$ cat src/cct_pkg.sv
// shared types and constants for the csma/cd contention tick block
// no dependencies; every other file imports this package
package cct_pkg;

    localparam int NODES       = 8;
    localparam int EXP_BITS    = 7;
    localparam int RAND_STRIDE = 7;
    localparam int NODE_W      = (NODES > 1) ? $clog2(NODES) : 1;

    localparam int RAND_W    = 56;
    localparam int SEL_W     = 3;
    localparam int MASK_W    = 8;
    localparam int CNT_W     = 32;
    localparam int BACKOFF_W = 15;
    localparam int ATTEMPT_W = 3;
    localparam int NCOUNT_W  = 4;
    localparam int FRAME_W   = 8;
    localparam int CFG_IDX_W = 2;
    localparam int CFG_DAT_W = 8;

    localparam logic [NCOUNT_W-1:0]  NODE_COUNT_RST   = NCOUNT_W'(5);
    localparam logic [ATTEMPT_W-1:0] MAX_EXPONENT_RST = ATTEMPT_W'(5);
    localparam logic [FRAME_W-1:0]   FRAME_LENGTH_RST = FRAME_W'(4);

    typedef enum logic [CFG_IDX_W-1:0] {
        CFG_NODE_COUNT   = 2'd0,
        CFG_MAX_EXPONENT = 2'd1,
        CFG_FRAME_LENGTH = 2'd2
    } cfg_index_t;

    // per-lane control from the channel logic
    typedef struct packed {
        logic                  step;
        logic                  active;
        logic                  is_owner;
        logic                  owned;
        logic                  collide;
        logic                  finish;
        logic [EXP_BITS-1:0]   rnd;
        logic [ATTEMPT_W-1:0]  max_exp;
        logic [FRAME_W-1:0]    frame;
    } node_ctl_t;

    // per-lane status back to the channel logic
    typedef struct packed {
        logic              contend;
        logic              defer;
        logic [CNT_W-1:0]  successes;
        logic [CNT_W-1:0]  collisions;
        logic [CNT_W-1:0]  backoffs;
    } node_stat_t;

    typedef struct packed {
        logic              channel_busy;
        logic [2:0]        owner_node;
        logic              frame_done;
        logic              collision;
        logic [MASK_W-1:0] collided_mask;
        logic [MASK_W-1:0] deferred_mask;
        logic [CNT_W-1:0]  sel_successes;
        logic [CNT_W-1:0]  sel_collisions;
        logic [CNT_W-1:0]  sel_backoffs;
    } result_t;

endpackage

$ cat src/cct_stream_if.sv
// valid/ready channel interfaces: tick input, result output, config write
// depends on cct_pkg for field widths
interface cct_tick_if
    import cct_pkg::*;
();
    logic              valid;
    logic              ready;
    logic [RAND_W-1:0] random_bits;
    logic [SEL_W-1:0]  node_select;

    modport source (output valid, output random_bits, output node_select, input ready);
    modport sink   (input valid, input random_bits, input node_select, output ready);
endinterface

interface cct_result_if
    import cct_pkg::*;
();
    logic              valid;
    logic              ready;
    logic              channel_busy;
    logic [2:0]        owner_node;
    logic              frame_done;
    logic              collision;
    logic [MASK_W-1:0] collided_mask;
    logic [MASK_W-1:0] deferred_mask;
    logic [CNT_W-1:0]  sel_successes;
    logic [CNT_W-1:0]  sel_collisions;
    logic [CNT_W-1:0]  sel_backoffs;

    modport source (output valid, output channel_busy, output owner_node, output frame_done,
                    output collision, output collided_mask, output deferred_mask,
                    output sel_successes, output sel_collisions, output sel_backoffs,
                    input ready);
    modport sink   (input valid, input channel_busy, input owner_node, input frame_done,
                    input collision, input collided_mask, input deferred_mask,
                    input sel_successes, input sel_collisions, input sel_backoffs,
                    output ready);
endinterface

interface cct_cfg_if
    import cct_pkg::*;
();
    logic                 valid;
    logic                 ready;
    logic [CFG_IDX_W-1:0] index;
    logic [CFG_DAT_W-1:0] data;

    modport source (output valid, output index, output data, input ready);
    modport sink   (input valid, input index, input data, output ready);
endinterface

$ cat src/cct_node.sv
// one node lane: backoff countdown, attempt count and statistic counters
// depends on cct_pkg for node_ctl_t and node_stat_t
module cct_node
    import cct_pkg::*;
(
    input  logic       clk,
    input  logic       rst_n,
    input  node_ctl_t  ctl,
    output node_stat_t stat
);

    logic [BACKOFF_W-1:0] backoff_reg, backoff_next;
    logic [ATTEMPT_W-1:0] attempt_reg, attempt_next;
    logic [CNT_W-1:0]     succ_reg, succ_next;
    logic [CNT_W-1:0]     coll_reg, coll_next;
    logic [CNT_W-1:0]     boff_reg, boff_next;

    logic                         skip_lane;
    logic                         counting;
    logic                         do_backoff;
    logic [ATTEMPT_W-1:0]         attempt_inc;
    logic [ATTEMPT_W-1:0]         exp_val;
    logic [EXP_BITS-1:0]          slot_mask;
    logic [EXP_BITS-1:0]          slot_k;
    logic [EXP_BITS+FRAME_W-1:0]  slot_prod;

    assign skip_lane = !ctl.active || ctl.is_owner;
    assign counting  = (backoff_reg != '0);

    assign stat.contend = !skip_lane && !counting && !ctl.owned;
    assign stat.defer   = !skip_lane && !counting && ctl.owned;
    assign do_backoff   = stat.defer || (stat.contend && ctl.collide);

    always_comb
    begin
        attempt_inc = (attempt_reg < ctl.max_exp) ? attempt_reg + 1'b1 : attempt_reg;
        exp_val     = (attempt_inc > ctl.max_exp) ? ctl.max_exp : attempt_inc;
        if (int'(exp_val) > EXP_BITS)
        begin
            exp_val = ATTEMPT_W'(EXP_BITS);
        end
    end

    assign slot_mask = ~({EXP_BITS{1'b1}} << exp_val);
    assign slot_k    = ctl.rnd & slot_mask;
    assign slot_prod = (EXP_BITS+FRAME_W)'(slot_k) * (EXP_BITS+FRAME_W)'(ctl.frame);

    always_comb
    begin
        backoff_next = backoff_reg;
        attempt_next = attempt_reg;
        succ_next    = succ_reg;
        coll_next    = coll_reg;
        boff_next    = boff_reg;
        priority if (ctl.finish)
        begin
            backoff_next = '0;
            attempt_next = '0;
            succ_next    = succ_reg + 1'b1;
        end
        else if (do_backoff)
        begin
            attempt_next = attempt_inc;
            backoff_next = BACKOFF_W'(slot_prod);
            boff_next    = boff_reg + 1'b1;
            if (stat.contend)
            begin
                coll_next = coll_reg + 1'b1;
            end
        end
        else if (!skip_lane && counting)
        begin
            backoff_next = backoff_reg - 1'b1;
        end
    end

    assign stat.successes  = succ_next;
    assign stat.collisions = coll_next;
    assign stat.backoffs   = boff_next;

    always_ff @(posedge clk or negedge rst_n)
    begin
        if (!rst_n)
        begin
            backoff_reg <= '0;
            attempt_reg <= '0;
            succ_reg    <= '0;
            coll_reg    <= '0;
            boff_reg    <= '0;
        end
        else if (ctl.step)
        begin
            backoff_reg <= backoff_next;
            attempt_reg <= attempt_next;
            succ_reg    <= succ_next;
            coll_reg    <= coll_next;
            boff_reg    <= boff_next;
        end
    end

    // a lane never backs off while it is waiting out a countdown
    assert property (@(posedge clk) disable iff (!rst_n)
        (ctl.step && counting) |-> !do_backoff)
        else $error("lane backed off during countdown");

    // the finishing transmitter is never also backing off
    assert property (@(posedge clk) disable iff (!rst_n)
        (ctl.step && ctl.finish) |-> !do_backoff)
        else $error("finishing lane backed off");

    // inactive lanes and the current owner take no part in contention
    assert property (@(posedge clk) disable iff (!rst_n)
        (ctl.step && skip_lane) |-> !(stat.contend || stat.defer))
        else $error("skipped lane contended or deferred");

endmodule

$ cat src/csma_cd_contention_tick.sv
// top level of the csma/cd contention tick block: config registers, input word
// register, channel owner logic, node lanes and result register
// depends on cct_pkg, cct_stream_if.sv and cct_node
// the input register feeds the combinational lanes and channel logic, which
// feed the result register; one tick word per cycle while results are taken
// the result register and input register let a new word in while a result waits
// reset: all lane state, owner and counters cleared; node_count 5, max_exponent 5,
// frame_length 4; no clearing pass, words are taken right after reset
module csma_cd_contention_tick
    import cct_pkg::*;
(
    input logic         clk,
    input logic         rst_n,
    cct_tick_if.sink    tick_in,
    cct_result_if.source result_out,
    cct_cfg_if.sink     cfg
);

    // configuration
    logic [NCOUNT_W-1:0]  node_count_reg;
    logic [ATTEMPT_W-1:0] max_exp_reg;
    logic [FRAME_W-1:0]   frame_len_reg;

    assign cfg.ready = 1'b1;

    always_ff @(posedge clk or negedge rst_n)
    begin
        if (!rst_n)
        begin
            node_count_reg <= NODE_COUNT_RST;
            max_exp_reg    <= MAX_EXPONENT_RST;
            frame_len_reg  <= FRAME_LENGTH_RST;
        end
        else if (cfg.valid)
        begin
            unique case (cfg_index_t'(cfg.index))
                CFG_NODE_COUNT:   node_count_reg <= NCOUNT_W'(cfg.data);
                CFG_MAX_EXPONENT: max_exp_reg    <= ATTEMPT_W'(cfg.data);
                CFG_FRAME_LENGTH: frame_len_reg  <= cfg.data;
                default:          ;
            endcase
        end
    end

    // input word register and handshake
    logic              in_valid_reg;
    logic [RAND_W-1:0] in_rand_reg;
    logic [SEL_W-1:0]  in_sel_reg;
    logic              out_valid_reg;
    result_t           out_reg, out_next;
    logic              advance;

    assign advance       = in_valid_reg && (!out_valid_reg || result_out.ready);
    assign tick_in.ready = !in_valid_reg || advance;

    always_ff @(posedge clk or negedge rst_n)
    begin
        if (!rst_n)
        begin
            in_valid_reg <= 1'b0;
        end
        else if (tick_in.ready)
        begin
            in_valid_reg <= tick_in.valid;
        end
    end

    always_ff @(posedge clk)
    begin
        if (tick_in.valid && tick_in.ready)
        begin
            in_rand_reg <= tick_in.random_bits;
            in_sel_reg  <= tick_in.node_select;
        end
    end

    // channel state
    logic              owned_reg, owned_next;
    logic [NODE_W-1:0] owner_reg, owner_next;
    logic [FRAME_W-1:0] remain_reg, remain_next;

    logic [FRAME_W-1:0] eff_frame;
    node_ctl_t          ctl [NODES];
    node_stat_t         stat [NODES];
    logic [NODES-1:0]   contend_vec;
    logic [NODES-1:0]   defer_vec;
    logic               collide;
    logic               single;
    logic [NODE_W-1:0]  last_idx;
    logic               mid_owned;
    logic [FRAME_W-1:0] mid_remain;
    logic [FRAME_W-1:0] remain_dec;
    logic               done;

    assign eff_frame = (frame_len_reg == '0) ? FRAME_W'(1) : frame_len_reg;

    always_comb
    begin
        for (int i = 0; i < NODES; i++)
        begin
            contend_vec[i] = stat[i].contend;
            defer_vec[i]   = stat[i].defer;
        end
    end

    assign collide = ($countones(contend_vec) > 1);
    assign single  = ($countones(contend_vec) == 1);

    // index of the lone contender
    always_comb
    begin
        last_idx = '0;
        for (int i = 0; i < NODES; i++)
        begin
            if (contend_vec[i])
            begin
                last_idx = last_idx | NODE_W'(i);
            end
        end
    end

    always_comb
    begin
        mid_owned   = owned_reg || single;
        owner_next  = single ? last_idx : owner_reg;
        mid_remain  = single ? eff_frame : remain_reg;
        remain_dec  = mid_remain - 1'b1;
        done        = mid_owned && (remain_dec == '0);
        owned_next  = mid_owned && !done;
        remain_next = mid_owned ? remain_dec : remain_reg;
    end

    always_comb
    begin
        for (int i = 0; i < NODES; i++)
        begin
            ctl[i].step     = advance;
            ctl[i].active   = (NCOUNT_W'(i) < node_count_reg);
            ctl[i].is_owner = owned_reg && (owner_reg == NODE_W'(i));
            ctl[i].owned    = owned_reg;
            ctl[i].collide  = collide;
            ctl[i].finish   = done && (owner_next == NODE_W'(i));
            ctl[i].rnd      = in_rand_reg[RAND_STRIDE*i +: EXP_BITS];
            ctl[i].max_exp  = max_exp_reg;
            ctl[i].frame    = eff_frame;
        end
    end

    for (genvar g = 0; g < NODES; g++)
    begin : g_lane
        cct_node u_node (
            .clk   (clk),
            .rst_n (rst_n),
            .ctl   (ctl[g]),
            .stat  (stat[g])
        );
    end

    always_ff @(posedge clk or negedge rst_n)
    begin
        if (!rst_n)
        begin
            owned_reg  <= 1'b0;
            owner_reg  <= '0;
            remain_reg <= '0;
        end
        else if (advance)
        begin
            owned_reg  <= owned_next;
            owner_reg  <= owner_next;
            remain_reg <= remain_next;
        end
    end

    // result word
    always_comb
    begin
        out_next               = '0;
        out_next.channel_busy  = owned_next;
        out_next.owner_node    = mid_owned ? 3'(owner_next) : 3'd0;
        out_next.frame_done    = done;
        out_next.collision     = collide;
        out_next.collided_mask = collide ? MASK_W'(contend_vec) : '0;
        out_next.deferred_mask = MASK_W'(defer_vec);
        if (int'(in_sel_reg) < NODES)
        begin
            out_next.sel_successes  = stat[in_sel_reg[NODE_W-1:0]].successes;
            out_next.sel_collisions = stat[in_sel_reg[NODE_W-1:0]].collisions;
            out_next.sel_backoffs   = stat[in_sel_reg[NODE_W-1:0]].backoffs;
        end
    end

    always_ff @(posedge clk or negedge rst_n)
    begin
        if (!rst_n)
        begin
            out_valid_reg <= 1'b0;
        end
        else if (!out_valid_reg || result_out.ready)
        begin
            out_valid_reg <= in_valid_reg;
        end
    end

    always_ff @(posedge clk)
    begin
        if (advance)
        begin
            out_reg <= out_next;
        end
    end

    assign result_out.valid          = out_valid_reg;
    assign result_out.channel_busy   = out_reg.channel_busy;
    assign result_out.owner_node     = out_reg.owner_node;
    assign result_out.frame_done     = out_reg.frame_done;
    assign result_out.collision      = out_reg.collision;
    assign result_out.collided_mask  = out_reg.collided_mask;
    assign result_out.deferred_mask  = out_reg.deferred_mask;
    assign result_out.sel_successes  = out_reg.sel_successes;
    assign result_out.sel_collisions = out_reg.sel_collisions;
    assign result_out.sel_backoffs   = out_reg.sel_backoffs;

    // an owned channel always has frame ticks left
    assert property (@(posedge clk) disable iff (!rst_n)
        owned_reg |-> (remain_reg != '0))
        else $error("channel owned with no frame ticks left");

    // deferring needs a busy channel, colliding an idle one
    assert property (@(posedge clk) disable iff (!rst_n)
        out_valid_reg |-> !((out_reg.collided_mask != '0) && (out_reg.deferred_mask != '0)))
        else $error("collision and deferral in the same tick");

    // collision flag matches the collided lanes
    assert property (@(posedge clk) disable iff (!rst_n)
        out_valid_reg |-> (out_reg.collision == ($countones(out_reg.collided_mask) > 1)))
        else $error("collision flag disagrees with collided mask");

    // a finished frame releases the channel
    assert property (@(posedge clk) disable iff (!rst_n)
        (out_valid_reg && out_reg.frame_done) |-> !out_reg.channel_busy)
        else $error("channel still busy after frame done");

    // a held tick word stays in the input register
    assert property (@(posedge clk) disable iff (!rst_n)
        (in_valid_reg && !advance) |=> in_valid_reg)
        else $error("stalled tick word dropped");

endmodule
$ cat src/flat_wrapper.sv
// flat-port wrapper written by rule: the top's interface ports become plain ports
module csma_cd_contention_tick_flat import cct_pkg::*;
  (clk, rst_n, tick_in_valid, tick_in_random_bits, tick_in_node_select, tick_in_ready, result_out_valid, result_out_channel_busy, result_out_owner_node, result_out_frame_done, result_out_collision, result_out_collided_mask, result_out_deferred_mask, result_out_sel_successes, result_out_sel_collisions, result_out_sel_backoffs, result_out_ready, cfg_valid, cfg_index, cfg_data, cfg_ready);
  cct_tick_if tick_in_i ();
  cct_result_if result_out_i ();
  cct_cfg_if cfg_i ();
  input logic clk;
  input logic rst_n;
  input wire logic [$bits(tick_in_i.valid)-1:0] tick_in_valid;
  input wire logic [$bits(tick_in_i.random_bits)-1:0] tick_in_random_bits;
  input wire logic [$bits(tick_in_i.node_select)-1:0] tick_in_node_select;
  output wire logic [$bits(tick_in_i.ready)-1:0] tick_in_ready;
  output wire logic [$bits(result_out_i.valid)-1:0] result_out_valid;
  output wire logic [$bits(result_out_i.channel_busy)-1:0] result_out_channel_busy;
  output wire logic [$bits(result_out_i.owner_node)-1:0] result_out_owner_node;
  output wire logic [$bits(result_out_i.frame_done)-1:0] result_out_frame_done;
  output wire logic [$bits(result_out_i.collision)-1:0] result_out_collision;
  output wire logic [$bits(result_out_i.collided_mask)-1:0] result_out_collided_mask;
  output wire logic [$bits(result_out_i.deferred_mask)-1:0] result_out_deferred_mask;
  output wire logic [$bits(result_out_i.sel_successes)-1:0] result_out_sel_successes;
  output wire logic [$bits(result_out_i.sel_collisions)-1:0] result_out_sel_collisions;
  output wire logic [$bits(result_out_i.sel_backoffs)-1:0] result_out_sel_backoffs;
  input wire logic [$bits(result_out_i.ready)-1:0] result_out_ready;
  input wire logic [$bits(cfg_i.valid)-1:0] cfg_valid;
  input wire logic [$bits(cfg_i.index)-1:0] cfg_index;
  input wire logic [$bits(cfg_i.data)-1:0] cfg_data;
  output wire logic [$bits(cfg_i.ready)-1:0] cfg_ready;
  assign tick_in_i.valid = tick_in_valid;
  assign tick_in_i.random_bits = tick_in_random_bits;
  assign tick_in_i.node_select = tick_in_node_select;
  assign tick_in_ready = tick_in_i.ready;
  assign result_out_valid = result_out_i.valid;
  assign result_out_channel_busy = result_out_i.channel_busy;
  assign result_out_owner_node = result_out_i.owner_node;
  assign result_out_frame_done = result_out_i.frame_done;
  assign result_out_collision = result_out_i.collision;
  assign result_out_collided_mask = result_out_i.collided_mask;
  assign result_out_deferred_mask = result_out_i.deferred_mask;
  assign result_out_sel_successes = result_out_i.sel_successes;
  assign result_out_sel_collisions = result_out_i.sel_collisions;
  assign result_out_sel_backoffs = result_out_i.sel_backoffs;
  assign result_out_i.ready = result_out_ready;
  assign cfg_i.valid = cfg_valid;
  assign cfg_i.index = cfg_index;
  assign cfg_i.data = cfg_data;
  assign cfg_ready = cfg_i.ready;
  csma_cd_contention_tick u_core (.clk(clk), .rst_n(rst_n), .tick_in(tick_in_i), .result_out(result_out_i), .cfg(cfg_i));
endmodule
$ cat config.mk
export PLATFORM = sky130hd
export DESIGN_NAME = csma_cd_contention_tick_flat
export DESIGN_NICKNAME = d
export VERILOG_FILES = /design/src/cct_pkg.sv /design/src/cct_stream_if.sv /design/src/cct_node.sv /design/src/csma_cd_contention_tick.sv /design/src/flat_wrapper.sv
export SDC_FILE = /design/constraint.sdc
export NUM_CORES = 2
export LEC_CHECK = 0
export BUFFER_PORTS_ARGS = -buffer_cell sky130_fd_sc_hd__buf_2
export CAP_MARGIN = 20
export CORE_MARGIN = 2
export CORE_UTILIZATION = 60
export DETAILED_ROUTE_END_ITERATION = 16
export GPL_ROUTABILITY_DRIVEN = 0
export PLACE_DENSITY = 0.8
export REMOVE_ABC_BUFFERS = 1
export SYNTH_ARGS = -nofsm -noshare
export SYNTH_HDL_FRONTEND = slang
export SYNTH_HIERARCHICAL = 1
export SYNTH_SLANG_ARGS = --single-unit
$ cat constraint.sdc
create_clock -name clk -period 11.1 [get_ports clk]
set_clock_uncertainty 0.1 [all_clocks]
set_input_delay 2.22 -clock clk [delete_from_list [all_inputs] [get_ports clk]]
set_output_delay 2.22 -clock clk [all_outputs]
set_load 0.01 [all_outputs]
==> out/metrics.cfg <==
[layout]
area_growth_pct=8.226
drive_above_1_share_pct=12.57
multi_input_area_um2=55210
finalNetCount=9689
fillers=10810
final_util_pct=65.48
register_area_um2=28880

[sta]
layout_min_cycle_time_ns=10.67
rsz0062_at_grt=true
setup_viol=0
fmax_ghz=0.09368
hold_viol=0
setup_tns_ns=0
slew_headroom_pct=23.01
post-route-period-util_pct=96.17
worst_slew_pin_slew_ns=1.155
slew_viol_final=0
setup_slack_ns=0.4252

[route]
num_vias=70330
vias_per_cell=6.363
first_iter_violations=7270
drtAntennaViolNets=0
remaining_drc_errors=0
wirelength_mm=243.9
wl_per_cell_um=22.07
drt_pre_antenna_iters=7

[yosys]
synth_edf_count=177
yosysMostFrequentCell=nand2_1
synth-seq-area-share_pct=33.17
synth_ff_type=dfrtp_1
ys_warn_count=6
ys_top_cells_by_area=dfrtp_1, xnor2_1, edfxtp_1
synthMuxAreaShare_pct=7.580
synth_top_area_share_pct=26.92
yosysUniqueCellTypes=111
synthAdderAreaFrac_pct=10.33
syn_area_per_cell_um2=9.649
yosys.area_share.simple_pct=23.42
synth_top_family_by_area=simple AND/OR/NAND/NOR gates
yosys.area.top_type=dfrtp_1
synth_compound_area_share_pct=5.918
synth-seq-cells=1118
synth_common_cells=nand2_1, xnor2_1, dfrtp_1
netlist_area_um2=87020
syn_inst=9019
synth_xor_area_share_pct=15.96
synthArstFlopShare_pct=84.17

[clock_network]
clockBufferDepth=3
cts_root_buf=clkbuf_16
ctsHoldBuffers=0
clock_latency_ns=0.79
cts_tree=yes
htree_levels=4
numCtsBuffers=131
cts_sinks=1118
path_clk_slew_ns=0.06

[global_route]
grt_start_max_net_pins=161
track_usage_pct=32.73
antenna_found_initial=6
grt_pass1_vias=69440
grt_pass1_wl_mm=384.1
gr-total-overflow=0

[worst_setup_path]
end_kind=flip-flop
cp-start-kind=flip-flop
slowest_stage=fa_1
slowest_delay_ns=0.64
worstPathMaxFanout=25
critPathRequiredTime_ns=11.54
path_class=flip-flop to flip-flop
crit_arrival_ns=11.12

[floorplanning]
start_util_pct=60.50
io_pins=195
coreArea_um2=143800
die_w_um=384.8
rows=139
die_h_um=384.8
die_area_um2=148100

[job]
cap_violations=0

[pwr]
peakVddDrop_v=0.0001719
power_density_nw_per_um2=163.1
leakage_uw=0.04280

[place]
dpl.hpwl_mm=178.1
portBuffers=193
dp_slack_ns=-0.2317

[run_status]
status=finished, final reports clean

[hold_path]
hold_path_class=flip-flop to flip-flop

## cell usage in the layout, fill, tap and decap left out, types with 193 or more instances in the layout
cell type / synthesis / final
ha_1: 341 / 340
o21ai_0: 225 / 224
buf_2: 76 / 193
a21oi_1: 207 / 207
nor3_1: 203 / 196
nand4_1: 230 / 230
nor2_1: 621 / 620
inv_1: 339 / 338
xnor2_1: 987 / 987
nand3_1: 493 / 491
fa_1: 236 / 236
and3_1: 301 / 299
nand2_1: 1022 / 1022
dfrtp_1: 936 / 929
xor2_1: 599 / 599
and2_1: 238 / 237
## cell type report
class	count	area share, %
sequential	1118	30.66
timing repair buffer	300	1.990
clock inverter	68	0.9393
tap	1903	2.528
antenna	3	0.007971
multi-input combinational	7143	58.62
inverter	344	1.379
clock buffer	173	3.867
## cell families after synthesis
kind of cell / count (synthesis)
adders and majority gates: 577
buffers and inverters: 758
DFF: 1118
muxes: 397
AOI/OAI and AO/OA: 815
other: 1
xor gates and xnor gates: 1586
and+or+nand+nor: 3767
## report_power, final
| part | switching (µW) | leakage (µW) | internal, µW | total (µW) |
|---|---|---|---|---|
| clock network | 1870 | 0.00221 | 2690 | 4560 |
| registers | 271 | 0.0144 | 4370 | 4640 |
| logic | 3730 | 0.0262 | 2430 | 6160 |
| total | 5870 | 0.0428 | 9490 | 15400 |
## worst paths after layout
check | to | cells after the start | start | slack (ns)
worst max-delay path | u_core/result_out.sel_collisions[28]$_DFFE_PP_ | 33 | u_core/g_lane[3].u_node/backoff_reg[0]$_DFFE_PN0P_ | 0.43
worst min-delay path | u_core/g_lane[3].u_node/succ_reg[31]$_DFFE_PN0P_ | 1 | u_core/g_lane[3].u_node/succ_reg[31]$_DFFE_PN0P_ | 0.38
worst max register to register | u_core/result_out.sel_collisions[28]$_DFFE_PP_ | 33 | u_core/g_lane[3].u_node/backoff_reg[0]$_DFFE_PN0P_ | 0.43
worst min register to register | u_core/g_lane[3].u_node/succ_reg[31]$_DFFE_PN0P_ | 1 | u_core/g_lane[3].u_node/succ_reg[31]$_DFFE_PN0P_ | 0.38
max in group asynchronous | u_core/g_lane[3].u_node/coll_reg[25]$_DFFE_PN0P_ | 3 | rst_n | 7.26
min in group asynchronous | u_core/g_lane[4].u_node/boff_reg[25]$_DFFE_PN0P_ | 1 | rst_n | 1.37
## worst max-delay path: cells and delay by family (launching register included)
kind | cells | cell delay [ns]
simple gates | 14 | 4.28
fa+ha+maj | 7 | 2.76
xor+xnor | 2 | 0.40
flops | 1 | 0.41
compound gates | 2 | 0.82
buf+inv | 5 | 0.63
mux | 3 | 1.04
## stage by stage
step	total power, µW	std cells	area, µm²	hold WS [ns]
finish	15360	11050	94180	0.3847
global route	16320	11050	94170	0.3976
CTS	15320	11040	94030	0.3881
detailed placement	10680	10800	89430	0.3761
global placement	10480	10800	89430	0.3751
floorplan	9153	8605	85170	0.3600
## repair_timing
item	CTS	global route
buffers inserted	2	6
pin swaps	2	2
gates resized for setup	10	13
endpoints found under the setup margin	28	97
## layer usage
layer	vias up	GRT usage, %	share of wire (%)
li1	31500	-	-
met1	34540	41.81	38
met2	3470	51.81	46
met3	813	6.772	9.2
met4	6	18.85	6.4
met5	-	0	0.020
No activity file was read; power rests on OpenSTA's default activity.
